===== src/rtl/lz4bd_pkg.sv =====
// Package for the LZ4 block decompressor: sizes, error codes and item types.
// No dependencies; every rtl file imports it.
package lz4bd_pkg;

    localparam int WINDOW_DEPTH = 65536;
    localparam int ADDR_BITS    = $clog2(WINDOW_DEPTH);
    localparam int LENGTH_BITS  = 32;
    localparam int PROD_BITS    = 17;

    localparam logic [2:0] ERR_NONE     = 3'd0;
    localparam logic [2:0] ERR_BAD_OFF  = 3'd1;
    localparam logic [2:0] ERR_TRUNC    = 3'd2;
    localparam logic [2:0] ERR_LEN_OVF  = 3'd3;
    localparam logic [2:0] ERR_BUSY     = 3'd4;

    typedef logic [LENGTH_BITS-1:0] t_len;

    typedef struct packed {
        logic       mode;
        logic [7:0] in_byte;
        logic       last_in;
    } t_in_item;

    typedef struct packed {
        logic       out_valid;
        logic [7:0] out_byte;
        logic       busy_res;
        logic       block_done;
        logic [2:0] error_code;
    } t_out_item;

    typedef struct packed {
        logic     valid;
        t_in_item item;
    } t_q_head;

endpackage


===== src/rtl/lz4bd_front.sv =====
// Front end: accepts input items into a two-entry queue for the decoder.
// Depends on lz4bd_pkg.
module lz4bd_front (
    input  logic                i_clk,
    input  logic                i_rst_n,
    input  logic                i_in_valid,
    output logic                o_in_ready,
    input  lz4bd_pkg::t_in_item i_in_item,
    output lz4bd_pkg::t_q_head  o_head,
    input  logic                i_pop
);
    import lz4bd_pkg::*;

    t_in_item   r_ent [2];
    logic       r_rd_ptr, n_rd_ptr;
    logic       r_wr_ptr, n_wr_ptr;
    logic [1:0] r_cnt, n_cnt;
    logic       push;
    logic       pop;

    assign o_in_ready = (r_cnt != 2'd2);
    assign push       = i_in_valid && o_in_ready;
    assign pop        = i_pop && (r_cnt != 2'd0);

    assign o_head.valid = (r_cnt != 2'd0);
    assign o_head.item  = r_ent[r_rd_ptr];

    always_comb begin
        n_rd_ptr = pop  ? ~r_rd_ptr : r_rd_ptr;
        n_wr_ptr = push ? ~r_wr_ptr : r_wr_ptr;
        n_cnt    = r_cnt + 2'(push) - 2'(pop);
    end

    always_ff @(posedge i_clk) begin
        if (!i_rst_n) begin
            r_rd_ptr <= 1'b0;
            r_wr_ptr <= 1'b0;
            r_cnt    <= 2'd0;
        end else begin
            r_rd_ptr <= n_rd_ptr;
            r_wr_ptr <= n_wr_ptr;
            r_cnt    <= n_cnt;
        end
    end

    always_ff @(posedge i_clk) begin
        if (push) begin
            r_ent[r_wr_ptr] <= i_in_item;
        end
    end

    a_cnt_range: assert property (@(posedge i_clk) disable iff (!i_rst_n)
        r_cnt != 2'd3)
        else $error("queue count out of range");

    a_pop_needs_data: assert property (@(posedge i_clk) disable iff (!i_rst_n)
        (r_cnt == 2'd0) |=> (r_cnt <= 2'd1))
        else $error("queue grew by more than one item");

    a_full_holds: assert property (@(posedge i_clk) disable iff (!i_rst_n)
        (r_cnt == 2'd2 && !i_pop) |=> (r_cnt == 2'd2))
        else $error("full queue lost an item without a pop");

endmodule


===== config.mk =====
export PLATFORM = sky130hd
export DESIGN_NAME = lz4bd_front
export DESIGN_NICKNAME = d
export VERILOG_FILES = /design/src/rtl/lz4bd_pkg.sv /design/src/rtl/lz4bd_front.sv
export SDC_FILE = /design/constraint.sdc
export NUM_CORES = 1
export LEC_CHECK = 0
export BUFFER_PORTS_ARGS = -buffer_cell sky130_fd_sc_hd__buf_2
export CORE_MARGIN = 2
export CORE_UTILIZATION = 49
export DETAILED_ROUTE_END_ITERATION = 16
export PLACE_DENSITY = 0.79
export SLEW_MARGIN = 20
export SYNTH_ARGS = -nofsm -noshare
export SYNTH_HDL_FRONTEND = slang
export SYNTH_SLANG_ARGS = --single-unit
export TNS_END_PERCENT = 5

===== constraint.sdc =====
create_clock -name i_clk -period 1.7 [get_ports i_clk]
set_input_delay 0.085 -clock i_clk [delete_from_list [all_inputs] [get_ports i_clk]]
set_output_delay 0.085 -clock i_clk [all_outputs]
set_load 0.1 [all_outputs]

Word-level counts from Yosys, hierarchy flattened
Memory sizes are Yosys's and may differ from the RTL's. A register that Yosys moved wholly into a read port is not among the register bits.
Cells that the tools add are included.
Cells by class
  add/sub/neg operators: 2
  eq/ne operators: 1
  multiplexer cells: 4
  bitwise operators: 2
  reductions and logical operators: 3
Operators by type and width (count)
  $mux 1: 4
  $add 2x1->2: 1
  $logic_and 1x1->1: 2
  $ne 2x2->1 const B: 1
  $not 1->1: 2
  $reduce_bool 2->1: 1
  $sub 2x1->2: 1
Storage, ports and cells
  register bits: 4
  RAM bits: 20
  output and inout port bits: 12
  memories kept: 1
Memory list
  r_ent: words 2, bits a word 10, read ports 1, clocked after Yosys merged registers in 1, wr ports 1, RTL line lz4bd_front.sv:14  | t_in_item r_ent [2];

Depth between registers and ports, before layout
Gate-level depths: netlist of run 1.
  depth after elaboration: 4
  depth in mapped cells: 8

Least setup slack after synthesis of run 1
Ideal clock, no wire load.
  path type: reg-to-reg
  start: register r_cnt[0]
  end: register r_cnt[1]
  library setup time: 0.115 ns
  arrival time: 2.290 ns
  required time: 1.585 ns
  path slack: -0.705 ns
  cell stages (with the launch flop): 9
  path buffers: 0
  clock period less this slack: 2.405 ns
  path through: dfxtp_1 > nand2b_1 > nand2_1 > ha_1 > inv_1 > ha_1 > xnor2_1 > xnor2_1 > and2_1
Between the ends
  longest elaborated chain between the ends: 4
  elaborated cells on any way between the ends: 6
  classes of those cells: 2 x add/sub; 1 x eq/ne; 3 x reduce/logical
Ends and longest elaborated chain
  from (decl): RTL line lz4bd_front.sv:17  | logic [1:0] r_cnt, n_cnt;
  from (signal assigned): RTL line lz4bd_front.sv:42  | r_cnt <= n_cnt;
  $ne 2x2->1: RTL line lz4bd_front.sv:21  | assign o_in_ready = (r_cnt != 2'd2);
  named net o_in_ready: RTL line lz4bd_front.sv:7  | output logic o_in_ready,
  $logic_and 1x1->1: RTL line lz4bd_front.sv:22  | assign push = i_in_valid && o_in_ready;
  $add 2x1->2: RTL line lz4bd_front.sv:31  | n_cnt = r_cnt + 2'(push) - 2'(pop);
  $sub 2x1->2: RTL line lz4bd_front.sv:31
The timed path passes the listed nets, and every way through them passes these cells.
A chain may end at the register's enable or synchronous reset.

Final worst setup path of run 1
  start: register r_cnt[1]
  end: register r_cnt[1]
Between the ends
  elaborated cells on any way between the ends: 6
  classes of those cells: 2 x add/sub; 1 x eq/ne; 3 x reduce/logical
RTL lines
  $reduce_bool 2->1: RTL line lz4bd_front.sv:23  | assign pop = i_pop && (r_cnt != 2'd0);
  $logic_and 1x1->1: RTL line lz4bd_front.sv:23
  named net pop: RTL line lz4bd_front.sv:19  | logic pop;
  $sub 2x1->2: RTL line lz4bd_front.sv:31
The timed path passes the listed nets, and every way through them passes these cells.

==> summary.txt, run 1 <==
Clocking
  • CTS Buffer Depth: 2
  • Clock net sink count: 25
  • Worst-path clk slew: 120 ps
  • Postcts setup bufs: 0
  • H-tree depth: 1
  • CTS Buf Count: 3
  • CTS tree: built
  • Root buffer cell: clkbuf_4
  • Clock Latency Late Sink: 310 ps

GRT
  • First-pass GRT wire length: 2230 µm
  • Number of global-route vias before repair: 548
  • Remaining global-route overflow: 0
  • Total track usage: 15.1%
  • Largest net degree at the start of global routing: 14
  • Initial antenna violation count: 0

Yosys
  • Post-Syn Area: 953 µm²
  • Netlist cell types: 16
  • Register area share after synthesis: 73.5%
  • Top cells by area, synth: edfxtp_1, mux2_2, dfxtp_1
  • YS warnings: 0
  • Avg Synthesized Cell Area: 17.3 µm²
  • Synthesized Nets: 71
  • Cells after synthesis: 55
  • Share of the synthesized area in the top cell type: 63.0%
  • Flops & latches, synth: 25
  • Largest area contributor in the netlist: edfxtp_1

Pwr
  • Clock share of power: 11.0%
  • Leak: 0.499 nW
  • Peak supply drop: 0.00104 V
  • Switching pwr: 1.10 mW
  • P per Cell Area: 1770 mW/mm²
  • P_int: 1.16 mW
  • Sw Ratio: 48.7%
  • Flop pwr share: 37.8%
  • Power share of the combinational group: 51.3%

STA
  • Final worst path period need: 1590 ps
  • Hold Vio Cnt, Final: 0
  • Slew @ Worst Pin: 495 ps
  • Post-route setup TNS: 0 ps
  • Fmax: 0.629 GHz
  • Part of the cycle the worst path needs: 93.5%
  • RSZ-0062 raised after global routing: no
  • Slew HR: 67.0%
  • Setup violations, final: 0
  • Clock Skew: 5.88 ps
  • Slew Limit Fails: 0

Detailed routing
  • DR vias: 573
  • Antenna-violating nets left: 0
  • Final WL: 1460 µm
  • Vias/cell: 4.78
  • TritonRoute pass-1 iters: 3
  • Starting DRC count in detailed routing: 7
  • Residual DRC: 0
  • Routed len/inst: 12.2 µm

Floorplanning
  • CORE AREA: 0.00178 mm²
  • Io pins: 26
  • Initial Util: 53.5%
  • Die area: 0.00231 mm²
  • Die W: 48.1 µm
  • Rows: 15
  • Die height: 48.1 µm

Outcome
  • Outcome: completed

Placed design
  • Port bufs: 25
  • Placed Cells: 106
  • HPWL Detailed: 997 µm
  • Placer Congestion: 0.608

Setup path
  • Worst path cell trace: o21a_2 > ha_4 > inv_1 > ha_2 > xnor2_1 > xnor2_1 > and2_1
  • CP Launch Type: flop
  • Delay-heaviest family, CP: adder cells
  • Highest net fanout along the worst path: 4
  • Worst path required time: 1920 ps
  • CP Buf/Inv Count: 1
  • Most used cell, CP: xnor2_1
  • CP endpoint kind: flop
  • Max incr delay on CP: 380 ps
  • R2r worst-path depth: 7
  • WP data arrival: 1810 ps
  • Critical path's slowest cell: dfxtp_1
  • WP depth: 7
  • Crit Path Category: flop to flop

Worst hold path
  • Worst Hold Class: input port to flop
  • Worst hold path depth: 2

Finish
  • Synth-to-layout area growth: 34.1%
  • Post-Layout Cell Count: 120
  • Nets: 112
  • N_diodes: 0
  • Layout cell share with drive strength beyond 1: 50.5%

Run
  • Max_cap viols: 0
## sequential cells by signal (all words and copies together) (netlist names), named ones only
signal and flops:
r_wr_ptr 1, r_ent 20, r_rd_ptr 1, r_cnt 2
## worst register-to-register path, delay by kind of cell, from the launching register on
kind / cells / cell delay [ps]
adder cells (fa/ha/maj): 2 / 420
flip-flops: 1 / 380
AO/OA/AOI/OAI: 1 / 260
XOR/XNOR: 2 / 260
AND/OR/NAND/NOR: 1 / 150
buffers and inverters: 1 / 30
## path summary, 6_finish.rpt
kind                                       startpoint                    end  slack, ps
worst max-delay path              r_cnt[1]$_SDFF_PN0_    r_cnt[1]$_SDFF_PN0_        110
worst min-delay path                          i_rst_n    r_cnt[0]$_SDFF_PN0_         50
worst max register to register    r_cnt[1]$_SDFF_PN0_    r_cnt[1]$_SDFF_PN0_        110
worst min register to register  r_wr_ptr$_SDFFE_PN0N_  r_wr_ptr$_SDFFE_PN0N_        520
## cell usage after synthesis
cell	count
and2_1	2
and3_1	1
buf_2	1
dfxtp_1	5
edfxtp_1	20
ha_1	2
inv_1	1
mux2_2	10
mux2i_1	1
nand2_1	2
nand2b_1	2
nor2_1	1
nor2b_1	2
o21a_2	1
or2_2	1
xnor2_1	3
## repair_timing
action / in CTS / in global routing
hold buffers: 10 / 0
hold endpoints to repair: 20 / 0
setup endpoints to repair: 10 / 0
resized for setup: 1 / 0
## area by class of cell
cell class | instances | area [µm²]
timing repair buffer | 37 | 240
tap | 25 | 31.3
clock buffer | 4 | 26.3
inverter | 1 | 3.75
sequential | 25 | 703
multi-input combinational | 28 | 274
fill | 125 | 504
## cell usage in the layout (no fill, tap or decap)
cell type      Yosys  layout
and2_1             2       2
nand2_4            0       1
nor2b_1            2       2
inv_1              1       1
or2_2              1       1
nand2b_1           2       1
xnor2_1            3       3
dfxtp_2            0       2
clkbuf_4           0       3
clkbuf_1           0       1
dlygate4sd3_1      0      10
and3_1             1       1
nand2b_4           0       1
buf_2              1      25
mux2i_1            1       1
buf_4              0       2
dfxtp_1            5       3
nand2_1            2       1
edfxtp_1          20      20
ha_2               0       1
o21a_2             1       1
ha_4               0       1
mux2_2            10      10
nor2_1             1       1
## stage by stage
step | util, % | power [mW] | cell area (µm²) | hold slack, ps | worst slack, ps
2_1_floorplan | - | 1.85 | 985 | 184 | 2.22
3_3_place_gp | 64.6 | 2.00 | 1150 | 272 | 167
3_5_place_dp | 64.6 | 2.02 | 1150 | 277 | 106
4_1_cts | 71.7 | 2.29 | 1280 | 42.1 | 89.2
5_1_grt | 71.7 | 2.38 | 1280 | 38.3 | 12.2
6_report | 71.7 | 2.27 | 1280 | 51.4 | 111
## power groups by stage
stage | sequential [mW] | combinational (mW) | clock, mW
2_1_floorplan | 0.828 | 1.03 | 0
3_3_place_gp | 0.864 | 1.14 | 0
3_5_place_dp | 0.869 | 1.15 | 0
4_1_cts | 0.859 | 1.17 | 0.262
5_1_grt | 0.875 | 1.22 | 0.279
6_report | 0.855 | 1.16 | 0.248
## layer usage
metal  GRT usage [%]  wire, µm  vias up
met3            3.70        72        2
met1            16.7       608      275
met5               0         0        -
met2            25.9       772       15
met4            9.73        11        0
li1                -         -      281
## logic make-up (layout without fill, tap and decap cells)
logic type | count (synthesis) | count (layout) | share of synthesized area (%)
adders and majority gates | 2 | 2 | 2.62
AOI/OAI and AO/OA | 1 | 1 | 0.919
muxes | 11 | 11 | 12.9
buffers and inverters | 2 | 42 | 0.918
xor gates and xnor gates | 3 | 3 | 2.76
and+or+nand+nor | 11 | 11 | 6.43
DFF | 25 | 25 | 73.5
Power figures use the tool's default switching activity.
==> run 2, diff against run 1 <==
ABC_AREA = 1   (was not set)
CORE_ASPECT_RATIO = 1.1   (was not set)
CORE_UTILIZATION = 50   (was 49)
PLACE_DENSITY = 0.8   (was 0.79)
RECOVER_POWER = 100   (was not set)
==> run 2 against run 1 <==
Compared with the run above:
- die area grew 4.7%
- wire length grew 13%
- synthesized cell count grew 22%
- cell count grew 13%
- global-route usage grew 0.63 points
- clock power is essentially flat
- power grew 15%
- first-iteration DRC count grew 14%
- setup slack gained 5.1 ps
- non-clock buffer count is the same
- clock skew shrank 4.5 ps
- via count grew 5.8%
- critical endpoint is now o_head[1]
- highest routed layer is now met3
==> summary.txt, run 2 <==
Outcome
  • Outcome: completed

Pwr
  • Power share of the combinational group: 58.4%
  • P per Cell Area: 1810 mW/mm²
  • Sw Ratio: 47.4%
  • Leak: 0.597 nW
  • Flop pwr share: 32.2%
  • Tot Pwr: 2.60 mW
  • Switching pwr: 1.23 mW
  • Peak supply drop: 0.00159 V
  • Clock share of power: 9.5%
  • P_int: 1.37 mW

Floorplanning
  • Die W: 47.1 µm
  • Die area: 0.00242 mm²
  • Rows: 17
  • CORE AREA: 0.00198 mm²
  • Initial Util: 51.7%
  • Io pins: 26
  • Die height: 51.4 µm

Yosys
  • Netlist cell types: 14
  • Post-synth EDFFs: 20
  • Share of the synthesized area in the top cell type: 58.8%
  • Synthesized Nets: 83
  • Flops & latches, synth: 25
  • Top cells by area, synth: edfxtp_1, mux2_4, dfxtp_1
  • Register area share after synthesis: 68.5%
  • Count leader, synth: edfxtp_1
  • Largest area contributor in the netlist: edfxtp_1
  • YS warnings: 0
  • Synth cell count leaders: edfxtp_1, mux2_4, inv_1, nand2_1, nor2_1
  • Synth Flop Type: edfxtp_1
  • Post-Syn Area: 0.00102 mm²
  • Avg Synthesized Cell Area: 15.3 µm²
  • Cells after synthesis: 67
  • Synth async-reset ratio: 0%

Worst hold path
  • Hold EP: r_cnt[0]$_SDFF_PN0_
  • Worst hold path depth: 3
  • Worst Hold Class: input port to flop
  • Hold Crit Start: i_rst_n

Clocking
  • CTS Buffer Depth: 2
  • CTS tree: built
  • Worst-path clk slew: 120 ps
  • H-tree depth: 1
  • CTS Buf Count: 3
  • Clock Latency Late Sink: 300 ps
  • Root buffer cell: clkbuf_4
  • Clock net sink count: 25

Setup path
  • Worst r2r src: r_cnt[0]$_SDFF_PN0_
  • R2R setup slack: 160 ps
  • CP Launch Type: flop
  • R2r worst-path depth: 5
  • Critical path's slowest cell: mux2_4
  • WP data arrival: 1500 ps
  • Crit Path Category: flop to output port
  • Max incr delay on CP: 360 ps
  • Worst path required time: 1620 ps
  • Highest net fanout along the worst path: 10
  • CP endpoint kind: output port
  • R2r endpoint: r_ent[0][3]$_DFFE_PP_
  • Worst path cell trace: clkbuf_2 > mux2_4 > buf_8

STA
  • Post-route setup TNS: 0 ps
  • Clock Skew: 1.42 ps
  • Final worst path period need: 1580 ps
  • Setup violations, final: 0
  • Fmax: 0.631 GHz
  • Slew HR: 60.6%
  • Hold Vio Cnt, Final: 0
  • Part of the cycle the worst path needs: 93.2%
  • Slew @ Worst Pin: 591 ps
  • Slew Limit Fails: 0
  • RSZ-0062 raised after global routing: no

Detailed routing
  • Routed len/inst: 12.2 µm
  • Antenna-violating nets left: 0
  • TritonRoute pass-1 iters: 4
  • Final WL: 1650 µm
  • Top Metal Used: met3
  • Met1 wire length: 716 µm
  • DR vias: 606
  • Residual DRC: 0
  • Vias/cell: 4.49
  • Detail Route met2 WL: 868 µm
  • Starting DRC count in detailed routing: 8
  • Met3 wire len: 63 µm

GRT
  • Remaining global-route overflow: 0
  • First-pass GRT wire length: 2620 µm
  • Total track usage: 15.7%
  • Number of global-route vias before repair: 597
  • Initial antenna violation count: 0
  • Largest net degree at the start of global routing: 15

Finish
  • Largest registers: r_ent (20), r_cnt (2)
  • Max FFs per register: 20
  • Nets: 124
  • Layout cell share with drive strength beyond 1: 31.8%
  • N_diodes: 0
  • Synth-to-layout area growth: 40.8%
  • Most common cell after layout, fill and taps aside: edfxtp_1
  • Util after Layout: 72.7%
  • Biggest register: r_ent
  • Most frequent cells in the layout: edfxtp_1, mux2_4, dlygate4sd3_1, clkbuf_1, buf_12

Placed design
  • Port bufs: 25
  • HPWL Detailed: 1240 µm
  • Placer Congestion: 0.656

Run
  • Max_cap viols: 0
## run 2: cell types whose count changed in the layout (fill, tap and decap cells not counted), moves of 3 or more
cell	before	now
inv_1	1	7
nand2_1	1	8
mux2_4	0	10
buf_12	0	9
nor2_1	1	6
nand3_1	0	3
clkbuf_1	1	10
buf_2	25	4
clkbuf_2	0	3
xnor2_1	3	0
mux2_2	10	0
## run 2: worst max-delay path by stage
stage / to / slack, ps / cells past startpoint
2_1_floorplan: r_cnt[1]$_SDFF_PN0_ / 30 / 10
3_3_place_gp: r_cnt[1]$_SDFF_PN0_ / 260 / 10
3_5_place_dp: r_cnt[1]$_SDFF_PN0_ / 160 / 10
4_1_cts: r_cnt[1]$_SDFF_PN0_ / 140 / 10
5_1_grt: o_head[1] / 60 / 3
6_report: o_head[1] / 120 / 3
## run 2: logic make-up after synthesis
family	synth area share, %
buffers and inverters	3.67
adder cells (fa/ha/maj)	2.45
AND/OR/NAND/NOR	9.67
multiplexers	14.7
flip-flops	68.5
AO/OA/AOI/OAI	0.979
## run 2: final cells by class
class                           count  area, µm²
Clock buffer                        3       22.5
Sequential cell                    25        701
Timing Repair Buffer               37        368
Clock inverter                      1       5.00
Tap cell                           28       35.0
Multi-Input combinational cell     34        282
Inverter                            7       26.3
Fill cell                         133        539
## run 2: timing repair
action                    in CTS  in global routing
gates resized for setup        0                  0
hold buffers                  10                  0
hold endpoints to repair      20                  0
buffers inserted               0                  0
## run 2: worst max-delay path, delay by kind of cell (launching register included)
family                 cells  cell delay (ps)
buffers and inverters      2              510
multiplexers               1              360
flip-flops                 1              330
## run 2: per-stage QoR
step | instances | area, µm² | hold WS (ps) | setup slack, ps
6_report | 135 | 1440 | 15.7 | 116
2_1_floorplan | 67 | 1030 | 178 | 28.6
3_5_place_dp | 121 | 1340 | 280 | 163
5_1_grt | 135 | 1440 | 18.7 | 58.6
3_3_place_gp | 121 | 1340 | 275 | 260
4_1_cts | 135 | 1470 | 18.1 | 143
## run 2: metal layers
layer	vias up	track usage, %
met5	-	0
li1	311	-
met4	0	4.17
met2	18	26.9
met1	277	20.4
met3	0	2.12
## run 2: power groups by stage
stage / clock [mW] / combinational (mW) / sequential (mW)
2_1_floorplan: 0 / 1.12 / 0.840
3_3_place_gp: 0 / 1.51 / 0.844
3_5_place_dp: 0 / 1.54 / 0.852
4_1_cts: 0.249 / 1.56 / 0.839
5_1_grt: 0.278 / 1.58 / 0.850
6_report: 0.246 / 1.52 / 0.837
==> run 3, diff against run 2 <==
==> constraint.sdc (replaced) <==
create_clock -name i_clk -period 1.7 [get_ports i_clk]
set_input_delay 0.17 -clock i_clk [delete_from_list [all_inputs] [get_ports i_clk]]
set_output_delay 0.17 -clock i_clk [all_outputs]
set_load 0.1 [all_outputs]
==> run 3 against run 2 <==
Compared with the run above:
- hold slack better by 36 ps
- cell area is 6.1% lower
- wire length is 6.8% lower
- fmax is 1.1% higher
- flip-flop and latch count stayed put
- setup slack better by 17 ps
- die area stayed put
- register-to-register slack hardly changed
- first-iteration DRC count is 25% higher
- sequential share of layout area is 3.2 points higher
- critical endpoint is now o_head[6]
- highest routed layer unchanged
==> summary.txt, run 3 (synthesis gave the netlist of run 2 again) <==
Outcome
  • Outcome: completed

Detailed routing
  • Antenna-violating nets left: 0
  • Residual DRC: 0
  • Starting DRC count in detailed routing: 10
  • TritonRoute pass-1 iters: 4
  • Final WL: 1540 µm
  • DR vias: 571
  • Vias/cell: 4.57
  • Routed len/inst: 12.3 µm

Setup path
  • R2r worst-path depth: 5
  • Worst path cell trace: clkbuf_4 > mux2_4 > buf_12
  • CP Buf/Inv Count: 2
  • CP endpoint kind: output port
  • Delay-heaviest family, CP: buffers and inverters
  • Worst r2r src: r_cnt[0]$_SDFF_PN0_
  • CP Launch Type: flop
  • WP data arrival: 1400 ps
  • Highest net fanout along the worst path: 10
  • Max incr delay on CP: 340 ps
  • Crit Path Category: flop to output port
  • R2R setup slack: 170 ps
  • R2r endpoint: r_ent[0][3]$_DFFE_PP_
  • Worst path required time: 1530 ps
  • Critical path's slowest cell: mux2_4

Floorplanning
  • Initial Util: 51.7%
  • CORE AREA: 0.00198 mm²
  • Die height: 51.4 µm
  • Die area: 0.00242 mm²
  • Io pins: 26
  • Die W: 47.1 µm
  • Rows: 17

Clocking
  • Post-cts gate resize count: 0
  • Worst-path clk slew: 120 ps
  • CTS Buffer Depth: 2
  • CTS Buf Count: 3
  • Clock net sink count: 25
  • CTS tree: built
  • Root buffer cell: clkbuf_4
  • H-tree depth: 1
  • Clock Latency Late Sink: 300 ps
  • Postcts setup bufs: 0
  • # hold bufs at CTS: 0

STA
  • Final worst path period need: 1570 ps
  • WHS: 51.6 ps
  • Part of the cycle the worst path needs: 92.2%
  • Slew Limit Fails: 0
  • Hold Vio Cnt, Final: 0
  • Clock Skew: 2.56 ps
  • RSZ-0062 raised after global routing: no
  • Final worst slack: 133 ps
  • Slew @ Worst Pin: 584 ps
  • Fmax: 0.638 GHz
  • Post-route setup TNS: 0 ps
  • Setup violations, final: 0
  • Slew HR: 61.1%

Placed design
  • Post-placement worst setup slack: 163 ps
  • Placer Congestion: 0.656
  • Port bufs: 25
  • HPWL Detailed: 1240 µm

Finish
  • Layout cell share with drive strength beyond 1: 39.2%
  • Synth-to-layout area growth: 32.2%
  • Largest registers: r_ent (20), r_cnt (2)
  • Most frequent cells in the layout: edfxtp_1, mux2_4, buf_12, nand2_1, buf_2
  • Util after Layout: 68.3%
  • Most common cell after layout, fill and taps aside: edfxtp_1
  • Max FFs per register: 20
  • N_diodes: 0
  • Nets: 114
  • Fillers: 142
  • Biggest register: r_ent

GRT
  • Number of global-route vias before repair: 570
  • Total track usage: 14.9%
  • First-pass GRT wire length: 2500 µm
  • Initial antenna violation count: 0
  • Largest net degree at the start of global routing: 15
  • Remaining global-route overflow: 0

Worst hold path
  • Hold EP: r_ent[1][4]$_DFFE_PP_
  • Worst Hold Class: input port to flop
  • Hold Crit Start: i_in_item[4]
  • Worst hold path depth: 1

Run
  • Max_cap viols: 0
run 3: cell types whose count changed in the layout (fill, tap and decap cells not counted), sizes merged:
cell,change
clkbuf,-4
dlygate4sd3,-10
buf,+4
run 3: final cells by class:
type	count	area [µm²]	area share [%]
clock buffer	3	22.5	1.67
inverter	7	26.3	1.94
multi-input combinational	34	282	20.8
tap	28	35.0	2.59
sequential	25	701	51.9
clock inverter	1	5.00	0.370
timing repair buffer	27	280	20.7
run 3: worst max-delay path by stage:
stage	end	slack (ps)	cells past startpoint
floorplan	r_cnt[1]$_SDFF_PN0_	30	10
global placement	r_cnt[1]$_SDFF_PN0_	260	10
detailed placement	r_cnt[1]$_SDFF_PN0_	160	10
CTS	r_cnt[1]$_SDFF_PN0_	140	10
global route	o_head[10]	60	3
finish	o_head[6]	130	3
run 3: worst register-to-register path: cells and delay by family (launching register included):
| kind | cells | cell delay, ps |
|---|---|---|
| buf+inv | 2 | 560 |
| flops | 1 | 400 |
| simple gates | 3 | 220 |
run 3: per-stage QoR:
stage | instances | area, µm²
floorplan | 67 | 1030
global placement | 121 | 1340
detailed placement | 121 | 1340
CTS | 125 | 1370
global route | 125 | 1350
finish | 125 | 1350
run 3: routing by layer:
layer  track usage, %  vias up  part of all wire [%]
met4             4.17        0                     0
met2             25.3       16                    53
met5                0        -                     0
met1             19.2      262                    42
met3             2.47        0                   4.7
li1                 -      293                     -
Power of run 3 is left out: the tool's default activity adds up to more than one toggle a clock period on the data nets, which glitch-free logic cannot reach.
